File: config.mk
export PLATFORM = sky130hd
export DESIGN_NAME = pmcp_ctrl
export DESIGN_NICKNAME = d
export VERILOG_FILES = /design/src/design/pmcp_pkg.sv /design/src/design/pmcp_ctrl.sv
export SDC_FILE = /design/constraint.sdc
export NUM_CORES = 1
export LEC_CHECK = 0
export ABC_AREA = 0
export BUFFER_PORTS_ARGS = -buffer_cell sky130_fd_sc_hd__buf_2
export CAP_MARGIN = 20
export CORE_AREA = 5 5 42 44
export CTS_CLUSTER_DIAMETER = 100
export DETAILED_ROUTE_END_ITERATION = 8
export DIE_AREA = 0 0 47 49
export PLACE_DENSITY_LB_ADDON = 0.3
export SETUP_SLACK_MARGIN = 0.02
export SYNTH_ARGS = -nofsm -noshare
export SYNTH_HDL_FRONTEND = slang
export SYNTH_SLANG_ARGS = --single-unit
File: constraint.sdc
create_clock -name i_clk -period 1.9 [get_ports i_clk]
set_clock_uncertainty 0.15 [all_clocks]
set_input_delay 0.38 -clock i_clk [delete_from_list [all_inputs] [get_ports i_clk]]
set_output_delay 0.38 -clock i_clk [all_outputs]
set_load 0.005 [all_outputs]
File: src/design/pmcp_pkg.sv
// Shared constants, command and status types of the pitch mark correlation picker.
package pmcp_pkg;

    localparam int STORE_DEPTH = 4096;
    localparam int ADDR_W      = $clog2(STORE_DEPTH);
    localparam int MAX_PERIOD  = 1024;
    localparam int PER_W       = 11;
    localparam int SAMPLE_BITS = 16;
    localparam int IDX_W       = 34;
    localparam int PROD2_W     = 2 * SAMPLE_BITS;
    localparam int NUM_W       = 42;
    localparam int MAG_W       = 41;
    localparam int PROD_W      = 123;
    localparam int MCNT_W      = $clog2(MAG_W + 1);

    localparam logic [1:0] MS_CUR_SQ  = 2'd0;
    localparam logic [1:0] MS_LEFT    = 2'd1;
    localparam logic [1:0] MS_BEST_SQ = 2'd2;
    localparam logic [1:0] MS_RIGHT   = 2'd3;

    typedef struct packed {
        logic       wr;
        logic       req_load;
        logic       peak_run;
        logic       cand_first;
        logic       cand_next;
        logic       acc_run;
        logic       take;
        logic       mul_start;
        logic [1:0] mul_sel;
        logic       out_load;
    } t_cmd;

    typedef struct packed {
        logic peak_done;
        logic can_refine;
        logic acc_done;
        logic cand_last;
        logic have;
        logic sgn_diff;
        logic sgn_gt;
        logic cur_zero;
        logic cur_pos;
        logic mul_done;
        logic mag_gt;
        logic mag_lt;
    } t_sts;

endpackage

File: src/design/pmcp_ctrl.sv
// Controller state machine: handshakes and sequencing of peak scan and refinement.
module pmcp_ctrl (
    input  logic            i_clk,
    input  logic            i_rst_n,
    input  logic            i_valid,
    input  logic            i_req_type,
    output logic            o_stall,
    output logic            o_valid,
    input  logic            i_stall,
    output pmcp_pkg::t_cmd  o_cmd,
    input  pmcp_pkg::t_sts  i_sts
);

    localparam logic [3:0] S_IDLE = 4'd0;
    localparam logic [3:0] S_PEAK = 4'd1;
    localparam logic [3:0] S_CHK  = 4'd2;
    localparam logic [3:0] S_ACC  = 4'd3;
    localparam logic [3:0] S_CMP  = 4'd4;
    localparam logic [3:0] S_M0   = 4'd5;
    localparam logic [3:0] S_M1   = 4'd6;
    localparam logic [3:0] S_M2   = 4'd7;
    localparam logic [3:0] S_M3   = 4'd8;
    localparam logic [3:0] S_NEXT = 4'd9;

    logic [3:0] r_state, n_state;
    logic       r_ovalid, n_ovalid;
    logic       w_acc;

    assign o_stall = (r_state != S_IDLE) || (r_ovalid && i_req_type);
    assign o_valid = r_ovalid;
    assign w_acc   = i_valid && !o_stall;

    always_comb begin
        n_state = r_state;
        o_cmd   = '0;
        unique case (r_state)
            S_IDLE: begin
                if (w_acc) begin
                    if (i_req_type) begin
                        o_cmd.req_load = 1'b1;
                        n_state        = S_PEAK;
                    end else begin
                        o_cmd.wr = 1'b1;
                    end
                end
            end
            S_PEAK: begin
                o_cmd.peak_run = 1'b1;
                if (i_sts.peak_done) begin
                    n_state = S_CHK;
                end
            end
            S_CHK: begin
                if (i_sts.can_refine) begin
                    o_cmd.cand_first = 1'b1;
                    n_state          = S_ACC;
                end else begin
                    o_cmd.out_load = 1'b1;
                    n_state        = S_IDLE;
                end
            end
            S_ACC: begin
                o_cmd.acc_run = 1'b1;
                if (i_sts.acc_done) begin
                    n_state = S_CMP;
                end
            end
            S_CMP: begin
                if (!i_sts.have || i_sts.sgn_diff) begin
                    o_cmd.take = !i_sts.have || i_sts.sgn_gt;
                    n_state    = S_NEXT;
                end else if (i_sts.cur_zero) begin
                    n_state = S_NEXT;
                end else begin
                    o_cmd.mul_start = 1'b1;
                    o_cmd.mul_sel   = pmcp_pkg::MS_CUR_SQ;
                    n_state         = S_M0;
                end
            end
            S_M0: begin
                if (i_sts.mul_done) begin
                    o_cmd.mul_start = 1'b1;
                    o_cmd.mul_sel   = pmcp_pkg::MS_LEFT;
                    n_state         = S_M1;
                end
            end
            S_M1: begin
                if (i_sts.mul_done) begin
                    o_cmd.mul_start = 1'b1;
                    o_cmd.mul_sel   = pmcp_pkg::MS_BEST_SQ;
                    n_state         = S_M2;
                end
            end
            S_M2: begin
                if (i_sts.mul_done) begin
                    o_cmd.mul_start = 1'b1;
                    o_cmd.mul_sel   = pmcp_pkg::MS_RIGHT;
                    n_state         = S_M3;
                end
            end
            S_M3: begin
                if (i_sts.mul_done) begin
                    o_cmd.take = i_sts.cur_pos ? i_sts.mag_gt : i_sts.mag_lt;
                    n_state    = S_NEXT;
                end
            end
            S_NEXT: begin
                if (i_sts.cand_last) begin
                    o_cmd.out_load = 1'b1;
                    n_state        = S_IDLE;
                end else begin
                    o_cmd.cand_next = 1'b1;
                    n_state         = S_ACC;
                end
            end
            default: begin
                n_state = S_IDLE;
            end
        endcase
    end

    always_comb begin
        n_ovalid = r_ovalid;
        if (o_cmd.out_load) begin
            n_ovalid = 1'b1;
        end else if (!i_stall) begin
            n_ovalid = 1'b0;
        end
    end

    always_ff @(posedge i_clk) begin
        if (!i_rst_n) begin
            r_state  <= S_IDLE;
            r_ovalid <= 1'b0;
        end else begin
            r_state  <= n_state;
            r_ovalid <= n_ovalid;
        end
    end

endmodule

[After elaboration in Yosys (flattened, before gate mapping)]
Cells that the tools add are included.
Operators by class
  equal/unequal tests: 18
  multiplexer cells: 38
  reduce and logical (&&, ||, !) cells: 10
Operator list (count)
  $mux W4: 10
  $pmux W4 S10: 1
  $eq A4 B3 Y1 const B: 4
  $ne A2 B2 Y1 const B: 8
  $mux W1: 15
  $mux W3: 5
  $pmux W3 S4: 1
  $eq A4 B2 Y1 const B: 2
  $eq A4 B4 Y1 const B: 2
  $mux W2: 4
  $reduce_and A8 Y1: 1
  $eq A4 B1 Y1 const B: 1
  $logic_not A4 Y1: 1
  $pmux W1 S2: 2
  $reduce_bool A4 Y1: 1
  $logic_or A1 B1 Y1: 3
  $logic_and A1 B1 Y1: 2
  $logic_not A1 Y1: 2
  $ne A2 B1 Y1 const B: 1
Storage, ports and cells
  bits in registers: 5
  input bits: 17
  output and inout bits: 13

[Longest topological paths before layout]
Gate-level depths: netlist (run 1).
  depth in word-level cells: 6
  mapped depth: 6
  depth with buffers taken out: 5

[Least setup slack after synthesis (run 1)]
Ideal clock, no wire load.
  kind: register to output
  start: reg r_state[3]
  end: out o_cmd[0] (netlist bit)
  arrival: 1.276 ns
  path slack: 0.094 ns
  cell stages (with the launch flop): 6
  buffers on the path: 2
  cell sequence: dfxtp_1 -> clkbuf_1 -> nand2b_1 -> or3_1 -> a21oi_1 -> buf_4
RTL lines
  start, declared: RTL line pmcp_ctrl.sv:25  | logic [3:0] r_state, n_state;
  start signal, assigned: RTL line pmcp_ctrl.sv:136  | r_state <= n_state;
  end, declared: RTL line pmcp_ctrl.sv:10  | output pmcp_pkg::t_cmd o_cmd,

==> qor.yml, run 1 <==
grt:
  use_met2_pct: 22.6
  grt.total_usage_pct: 13.8
  busiest_layer: "met2"
  grt_max_degree: 13
  use_met3_pct: 3.32
  antenna_found_initial: 0
  grt_pass1_vias: 562
  grt_first_pass_wirelength_mm: 2.39
  gr-usage-met1_pct: 16.3
  gr-total-overflow: 0
clocking:
  clk_pin_slew_worst_paths_ns: 0.04
  insertion_delay_ns: 0.24
  cts.sinks: 5
  htreeDepth: 1
  postCtsHoldBufs: 0
  cts_tree: "yes"
  cts_buffers: 3
  clk_path_buf_depth: 2
  clockRootBuffer: "clkbuf_4"
die:
  dieArea_um2: 2300
  core_area_um2: 1400
  start_util_pct: 35.5
  ios: 30
  dieHeight_um: 49
  rows: 14
  die_w_um: 47
layout:
  num_antenna_cells: 0
  final_cell_mix: "buf_2 (29), buf_4 (9), nor2_1 (6)"
  layout.cells.most_common: "buf_2"
  drive_above_1_share_pct: 54.4
  area_delta_synth_final_pct: 53.0
  nets: 121
pwr:
  powerDensity_nw_per_um2: 1050
  leakagePower_nw: 0.378
  max-vdd-ir-drop_mv: 0.586
placed_design:
  io_buffers: 29
  place_ws_ns: 0.0987
  dpl.hpwl_mm: 1.20
  gp_congestion: 0.854
critical_path:
  crit_path_end_kind: "primary output"
  rrSetupSlack_ns: 0.15
  crit_type: "reg2out"
  critPathArrivalTime_ns: 1.44
  crit_path_top_delay_cell: "or4_4"
  reg2regPathDepth: 6
  max_stage_delay_ns: 0.57
  r2r_start: "r_state[3]$_SDFFE_PN0P_"
  start_kind: "flip-flop"
  critical-path-top-delay-family: "simple AND/OR/NAND/NOR gates"
  cp_max_fo: 4
  crit_chain: "or4_4, nor3b_2, buf_2"
  cp.required_ns: 1.37
  worst-path-buf-inv: 1
  r2r_end: "r_state[0]$_SDFFE_PN0P_"
sta:
  hold_violations: 0
  drv_slew: 0
  fin_crit_sh_pct: 104
  setup_ws_ns: -0.0749
  timing.hold.ws_ns: 0.225
  max_freq_mhz: 506
  setup_violations: 3
  rsz0062_at_grt: "yes"
  setup_tns_ns: -0.149
  period_minus_slack_ns: 1.97
  slew_headroom_pct: 81.5
  worst_pin_slew_ns: 0.277
routing:
  drc_errors: 0
  dr.pass1.iters: 4
  wirelength_mm: 1.51
  num_vias: 631
  vias_per_cell: 5.30
  antenna_left: 0
  wire_per_inst_um: 12.7
  drtIter0Drc: 7
worst_hold_path:
  hp-class: "in2reg"
  min_path_cells: 3
  min_to: "o_valid$_SDFFE_PN0P_"
  min-delay-start: "i_stall"
yosys:
  ys_ff_latch: 5
  ys_seq_area_share_pct: 20.1
  syn_area_per_cell_um2: 7.55
  synth.distinct_cells: 34
  syn-cell-area_um2: 498
  yosysWarnings: 0
  netlist_instances: 66
  syn-num-nets: 83
outcome:
  failed_checks: "setup timing"
  status: "finished, violations left"
flow_run:
  max_cap_viol_count: 0
[where the power goes]
group          switching, mW  internal [mW]  total [mW]  leakage [nW]
combinational          0.244          0.255       0.499         0.320
sequential            0.0486          0.133       0.182        0.0428
clock                 0.0405         0.0792       0.120        0.0150
[area by class of cell]
| type | instances | area [um^2] |
|---|---|---|
| Timing Repair Buffer | 38 | 213 |
| Sequential cell | 5 | 108 |
| Clock buffer | 4 | 26.3 |
| Inverter | 2 | 7.51 |
| Fill cell | 152 | 639 |
| Multi-Input combinational cell | 54 | 388 |
| Tap cell | 16 | 20.0 |
[worst register-to-register path, cell delays in order (launching register included)]
cell	delay, ns
dfxtp_4	0.35
buf_4	0.11
or4b_1	0.49
o21ai_2	0.10
a21oi_2	0.08
buf_4	0.16
a311oi_1	0.22
[sequential cells by signal (all words and copies together) (netlist names)]
register  cells
o_valid       1
r_state       4
[cells by family after synthesis]
family	share of synthesized area (%)
and+or+nand+nor	39.4
buffers and inverters	7.29
muxes	6.28
DFF	20.1
AOI/OAI and AO/OA	26.9
[timing repair]
item                                    in CTS  in global routing
resized for setup                            6                  5
endpoints found under the setup margin       6                  7
pin swaps                                    3                  0
buffers inserted                             2                  0
[synthesized netlist by cell type (all sizes together)]
cell	number	share of area [%]
a21oi	7	7.8
nor2	7	5.3
dfxtp	5	20
nand2b	5	6.3
o21ai	4	4.0
nand2	3	2.3
nor3	3	3.0
a21o	2	3.0
and3	2	3.5
buf	2	2.5
clkbuf	2	1.5
inv	2	1.5
mux2i	2	4.0
nor2b	2	2.5
nor3b	2	3.0
nor4b	2	3.5
a211o	1	1.8
a311oi	1	1.8
a31o	1	1.8
and3b	1	1.8
dlygate4sd1	1	1.8
mux2	1	2.3
nand3	1	1.0
nand4b	1	1.8
o21a	1	1.5
o32a	1	2.0
o32ai	1	3.3
or3	1	1.3
or4	1	2.3
or4b	1	2.0
[per-layer routing]
layer / wire length, um / share of wire (%) / vias up
met5: 0 / 0 / -
met4: 14 / 0.93 / 0
met3: 98 / 6.5 / 2
met2: 788 / 52 / 19
met1: 612 / 40 / 288
li1: - / - / 322
[how the worst max path moves through the flow]
stage,startpoint,end,slack (ns),cells after the start
after floorplan,r_state[3]$_SDFFE_PN0P_,o_cmd[0],0.09,5
after global placement,r_state[3]$_SDFFE_PN0P_,o_cmd[10],0.13,3
after detailed placement,r_state[3]$_SDFFE_PN0P_,o_cmd[10],0.1,3
after CTS,r_state[3]$_SDFFE_PN0P_,o_cmd[10],-0.08,3
after global routing,r_state[3]$_SDFFE_PN0P_,o_cmd[10],-0.14,3
final,r_state[3]$_SDFFE_PN0P_,o_cmd[10],-0.07,3
[per-stage QoR]
| stage | instances | power [mW] | util [%] | cell area (um^2) |
|---|---|---|---|---|
| floorplan | 66 | 0.467 | - | 498 |
| global placement | 113 | 0.637 | 49.0 | 687 |
| detailed placement | 113 | 0.648 | 49.0 | 687 |
| CTS | 119 | 0.785 | 53.0 | 743 |
| global route | 119 | 0.879 | 54.4 | 762 |
| finish | 119 | 0.801 | 54.4 | 762 |
(Power assumes the default switching activity.)
==> run 2: changes to the inputs <==
--- a/config.mk
+++ b/config.mk
@@ -5,13 +5,13 @@
 export SDC_FILE = /design/constraint.sdc
 export NUM_CORES = 1
 export LEC_CHECK = 0
-export ABC_AREA = 0
+export ABC_AREA = 1
 export BUFFER_PORTS_ARGS = -buffer_cell sky130_fd_sc_hd__buf_2
 export CAP_MARGIN = 20
-export CORE_AREA = 5 5 42 44
+export CORE_MARGIN = 5
+export CORE_UTILIZATION = 44
 export CTS_CLUSTER_DIAMETER = 100
 export DETAILED_ROUTE_END_ITERATION = 8
-export DIE_AREA = 0 0 47 49
 export PLACE_DENSITY_LB_ADDON = 0.3
 export SETUP_SLACK_MARGIN = 0.02
 export SYNTH_ARGS = -nofsm -noshare
==> qor.yml, run 2 <==
routing:
  drtIter0Drc: 16
  wire_per_inst_um: 10.9
  drc_errors: 0
  wirelength_mm: 1.71
  vias_per_cell: 4.89
  num_vias: 763
  dr.pass1.iters: 4
  antenna_left: 0
clocking:
  cts_tree: "yes"
  cts.sinks: 5
  clockRootBuffer: "clkbuf_4"
  cts_buffers: 3
  htreeDepth: 1
  insertion_delay_ns: 0.24
  postCtsHoldBufs: 0
  clk_path_buf_depth: 2
  clk_pin_slew_worst_paths_ns: 0.04
yosys:
  synthTopCellsByCount: "nand2_1 (21), inv_1 (18), nor2_1 (13)"
  syn-num-nets: 124
  ys_ff_latch: 5
  synth_edf_count: 0
  ys_seq_area_share_pct: 16.1
  synth_fa_ha_area_share_pct: 0
  synth.distinct_cells: 20
  yosysMostFrequentCell: "nand2_1"
  synth_top_family_by_area: "simple AND/OR/NAND/NOR gates"
  yosysTopAreaCell: "dfxtp_1"
  synth_compound_area_share_pct: 11.5
  synthMuxAreaShare_pct: 0
  synth-simple-area-share_pct: 56.0
  synthTopCellsByArea: "dfxtp_1 (16%), nand2_1 (13%), inv_1 (11%)"
  async_reset_ff_share_pct: 0
  yosysWarnings: 0
  synth-main-ff-cell: "dfxtp_1"
  netlist_instances: 107
  synth_top_area_share_pct: 16.1
  syn-cell-area_um2: 621
  syn_area_per_cell_um2: 5.80
  synth_xor_xnor_area_share_pct: 0
sta:
  setup_tns_ns: 0
  setup_ws_ns: 0.0787
  slew_headroom_pct: 86.2
  drv_slew: 0
  hold_violations: 0
  fin_crit_sh_pct: 95.9
  rsz0062_at_grt: "yes"
  setup_violations: 0
  worst_pin_slew_ns: 0.204
  period_minus_slack_ns: 1.82
  max_freq_mhz: 549
critical_path:
  cp_max_fo: 5
  crit_type: "reg2out"
  start_kind: "flip-flop"
  crit_path_top_delay_cell: "dfxtp_2"
  critPathArrivalTime_ns: 1.29
  crit_path_end_kind: "primary output"
  crit_start: "r_state[3]$_SDFFE_PN0P_"
  cp.required_ns: 1.37
  max_stage_delay_ns: 0.36
  crit_chain: "inv_2, nor2_2, nand2_2, o41ai_2, buf_2"
  r2r_start: "r_state[1]$_SDFFE_PN0P_"
grt:
  grt_pass1_vias: 648
  grt_max_degree: 8
  grt_first_pass_wirelength_mm: 2.57
  gr-total-overflow: 0
  antenna_found_initial: 0
  grt.total_usage_pct: 15.9
worst_hold_path:
  min-delay-start: "i_rst_n"
  hp-class: "in2reg"
layout:
  final-seq-area_um2: 105
  largest_reg_flops: 4
  num_antenna_cells: 0
  drive_above_1_share_pct: 47.5
  utilization_pct: 64.8
  final_cell_mix: "buf_2 (29), nand2_1 (21), inv_1 (18)"
  nets: 159
  final_cell_count_no_fill: 156
  multiInputGateArea_um2: 447
  top_register: "r_state"
  layout.cells.most_common: "buf_2"
  fill_cells: 134
  area_delta_synth_final_pct: 37.5
die:
  start_util_pct: 47.1
  rows: 13
  ios: 30
  dieArea_um2: 2260
  die_w_um: 47.6
  dieHeight_um: 47.6
  core_area_um2: 1320
pwr:
  max-vdd-ir-drop_mv: 0.736
  powerDensity_nw_per_um2: 1250
  leakagePower_nw: 0.540
  total_power_mw: 1.07
flow_run:
  max_cap_viol_count: 0
placed_design:
  io_buffers: 29
  dp.cells: 150
  gp_congestion: 0.846
  dpl.hpwl_mm: 1.34
  place_ws_ns: 0.225
outcome:
  status: "complete, no violations"
==> run 2: per-layer routing <==
metal / up-vias / routed length (um) / GRT usage [%]
li1: 395 / - / -
met1: 346 / 728 / 20.0
met2: 18 / 869 / 27.0
met3: 4 / 67 / 1.13
met4: 0 / 40 / 8.06
met5: - / 0 / 0
==> run 2: where the power goes <==
| group | switching [mW] | internal (mW) | leakage (nW) |
|---|---|---|---|
| registers | 0.0636 | 0.146 | 0.0425 |
| clock network | 0.0412 | 0.0792 | 0.0150 |
| logic | 0.447 | 0.288 | 0.483 |
| total | 0.552 | 0.514 | 0.540 |
==> run 2: what timing repair did <==
item	in CTS	in global routing
setup endpoints to repair	2	5
setup buffers	1	1
gates resized for setup	2	8
pin swaps	2	1
gates cloned	0	0
==> run 2: logic make-up (layout without fill, tap and decap cells) <==
family / Yosys count / after routing
simple gates: 66 / 66
buf+inv: 26 / 60
flops: 5 / 5
compound gates: 10 / 10
==> run 2: final cells by class <==
class                      count  share of cell area, %
multi-input combinational     76                   52.3
timing repair buffer          31                   18.8
clock buffer                   4                   3.08
tap                           15                   2.20
inverter                      25                   11.3
sequential                     5                   12.3
==> run 2: path summary, 6_finish.rpt <==
check	slack, ns	depth (start not counted)	endpoint
worst max-delay path	0.08	5	o_cmd[4]
worst min-delay path	0.26	3	r_state[1]$_SDFFE_PN0P_
worst max register to register	0.46	8	r_state[0]$_SDFFE_PN0P_
worst min register to register	0.45	4	o_valid$_SDFFE_PN0P_
==> run 2: per-stage QoR <==
stage / area [um^2] / hold slack (ns)
floorplan: 621 / 0.350
global placement: 777 / 0.424
detailed placement: 777 / 0.421
CTS: 817 / 0.246
global route: 853 / 0.261
finish: 853 / 0.256
==> run 2: critical path: cells and delay by family (launching register included) <==
kind | cells | cell delay (ns)
buf+inv | 2 | 0.22
flops | 1 | 0.36
compound gates | 1 | 0.19
simple gates | 2 | 0.27
==> run 3: changes to the inputs <==
==> constraint.sdc (replaced) <==
create_clock -name i_clk -period 1.75 [get_ports i_clk]
set_clock_uncertainty 0.15 [all_clocks]
set_input_delay 0.35 -clock i_clk [delete_from_list [all_inputs] [get_ports i_clk]]
set_output_delay 0.35 -clock i_clk [all_outputs]
set_load 0.005 [all_outputs]
==> qor.yml, run 3 (synthesis results as in run 2) <==
clocking:
  htreeDepth: 1
  cts_buffers: 3
  clockRootBuffer: "clkbuf_4"
  clk_pin_slew_worst_paths_ns: 0.04
  cts_tree: "yes"
  cts.sinks: 5
  insertion_delay_ns: 0.24
  clk_path_buf_depth: 2
die:
  die_w_um: 47.6
  core_area_um2: 1320
  start_util_pct: 47.1
  dieArea_um2: 2260
  rows: 13
  ios: 30
  dieHeight_um: 47.6
sta:
  slew_headroom_pct: 85.8
  max_freq_mhz: 583
  rsz0062_at_grt: "yes"
  worst_pin_slew_ns: 0.211
  setup_violations: 0
  setup_tns_ns: 0
  hold_violations: 0
  fin_crit_sh_pct: 97.9
  drv_slew: 0
  period_minus_slack_ns: 1.71
placed_design:
  dpl-instance-area_um2: 777
  gp_congestion: 0.798
  io_buffers: 29
  dpl.hpwl_mm: 1.29
outcome:
  status: "complete, no violations"
layout:
  layout.cells.most_common: "buf_2"
  fill_cells: 125
  area_delta_synth_final_pct: 49.6
  utilization_pct: 70.5
  nets: 163
  num_antenna_cells: 0
  multiInputGateArea_um2: 473
  final-seq-area_um2: 115
  top_register: "r_state"
  largest_reg_flops: 4
  final_cell_mix: "buf_2 (29), nand2_1 (20), inv_1 (18)"
  drive_above_1_share_pct: 51.0
  design_area_um2: 928
routing:
  antenna_left: 0
  wire_per_inst_um: 10.9
  drc_errors: 0
  dr.pass1.iters: 4
  drtIter0Drc: 14
  vias_per_cell: 4.69
  num_vias: 751
  wirelength_mm: 1.74
grt:
  gr-total-overflow: 0
  grt_max_degree: 8
  antenna_found_initial: 0
  grt_first_pass_wirelength_mm: 2.52
  grt.total_usage_pct: 15.7
  grt_pass1_vias: 628
pwr:
  max-vdd-ir-drop_mv: 0.948
  powerDensity_nw_per_um2: 1380
  leakagePower_nw: 0.574
worst_hold_path:
  min_path_cells: 3
  hp-class: "in2reg"
  min-delay-start: "i_rst_n"
  min_to: "r_state[3]$_SDFFE_PN0P_"
critical_path:
  reg2regPathDepth: 9
  cp.required_ns: 1.25
  crit_type: "reg2out"
  crit_chain: "inv_4, nor2_4, nand2_4, o41ai_2, buf_2"
  start_kind: "flip-flop"
  critical-path-top-delay-family: "flip-flops"
  cp_max_fo: 5
  crit_path_end_kind: "primary output"
  critPathArrivalTime_ns: 1.21
  r2r_end: "r_state[0]$_SDFFE_PN0P_"
  worst-path-buf-inv: 2
  r2r_start: "r_state[2]$_SDFFE_PN0P_"
  max_stage_delay_ns: 0.37
  crit_path_top_delay_cell: "dfxtp_4"
  rrSetupSlack_ns: 0.25
flow_run:
  max_cap_viol_count: 0
## run 3: report_power, final
| group | switching, mW | internal, mW | total (mW) |
|---|---|---|---|
| registers | 0.0778 | 0.169 | 0.247 |
| logic | 0.524 | 0.381 | 0.906 |
| clock network | 0.0445 | 0.0860 | 0.131 |
## run 3: cell type report
| cell class | count | share of cell area (%) |
|---|---|---|
| sequential | 5 | 12.4 |
| timing repair buffer | 35 | 20.9 |
| multi-input combinational | 76 | 50.9 |
| tap | 15 | 2.02 |
| inverter | 25 | 10.9 |
| clock buffer | 4 | 2.83 |
## run 3: what timing repair did
action,in CTS,in global routing
gates resized for setup,14,11
setup endpoints to repair,6,7
hold buffers,0,0
setup buffers,4,2
pin swaps,2,2
## run 3: tightest hold or removal path, stage by stage
cell and delay (ns):
buf_2 0.13, nand2_1 0.06, nor2_1 0.03
## run 3: worst max path at each step
stage	from	cells after the start	to	slack, ns
after floorplan	r_state[3]$_SDFFE_PN0P_	5	o_cmd[9]	0.25
after global placement	r_state[3]$_SDFFE_PN0P_	5	o_cmd[4]	0.15
after detailed placement	r_state[2]$_SDFFE_PN0P_	6	o_cmd[9]	0.11
after CTS	r_state[3]$_SDFFE_PN0P_	5	o_cmd[4]	0.0004
after global routing	r_state[3]$_SDFFE_PN0P_	5	o_cmd[4]	-0.03
final	r_state[3]$_SDFFE_PN0P_	5	o_cmd[4]	0.04
## run 3: metal layers
metal | wire length (um) | track usage [%] | up-vias
met2 | 923 | 27.8 | 16
met1 | 741 | 19.4 | 333
li1 | - | - | 402
met3 | 78 | 1.13 | 0
met4 | 0 | 6.45 | 0
met5 | 0 | 0 | -
## run 3: through the flow
step	power, mW	setup slack [ns]	hold WS [ns]	std cells
final	1.28	0.0359	0.219	160
after CTS	1.19	0.000373	0.216	158
after floorplan	0.748	0.253	0.320	107
after global routing	1.39	-0.0300	0.245	160
after detailed placement	0.920	0.112	0.441	150
after global placement	0.912	0.148	0.423	150
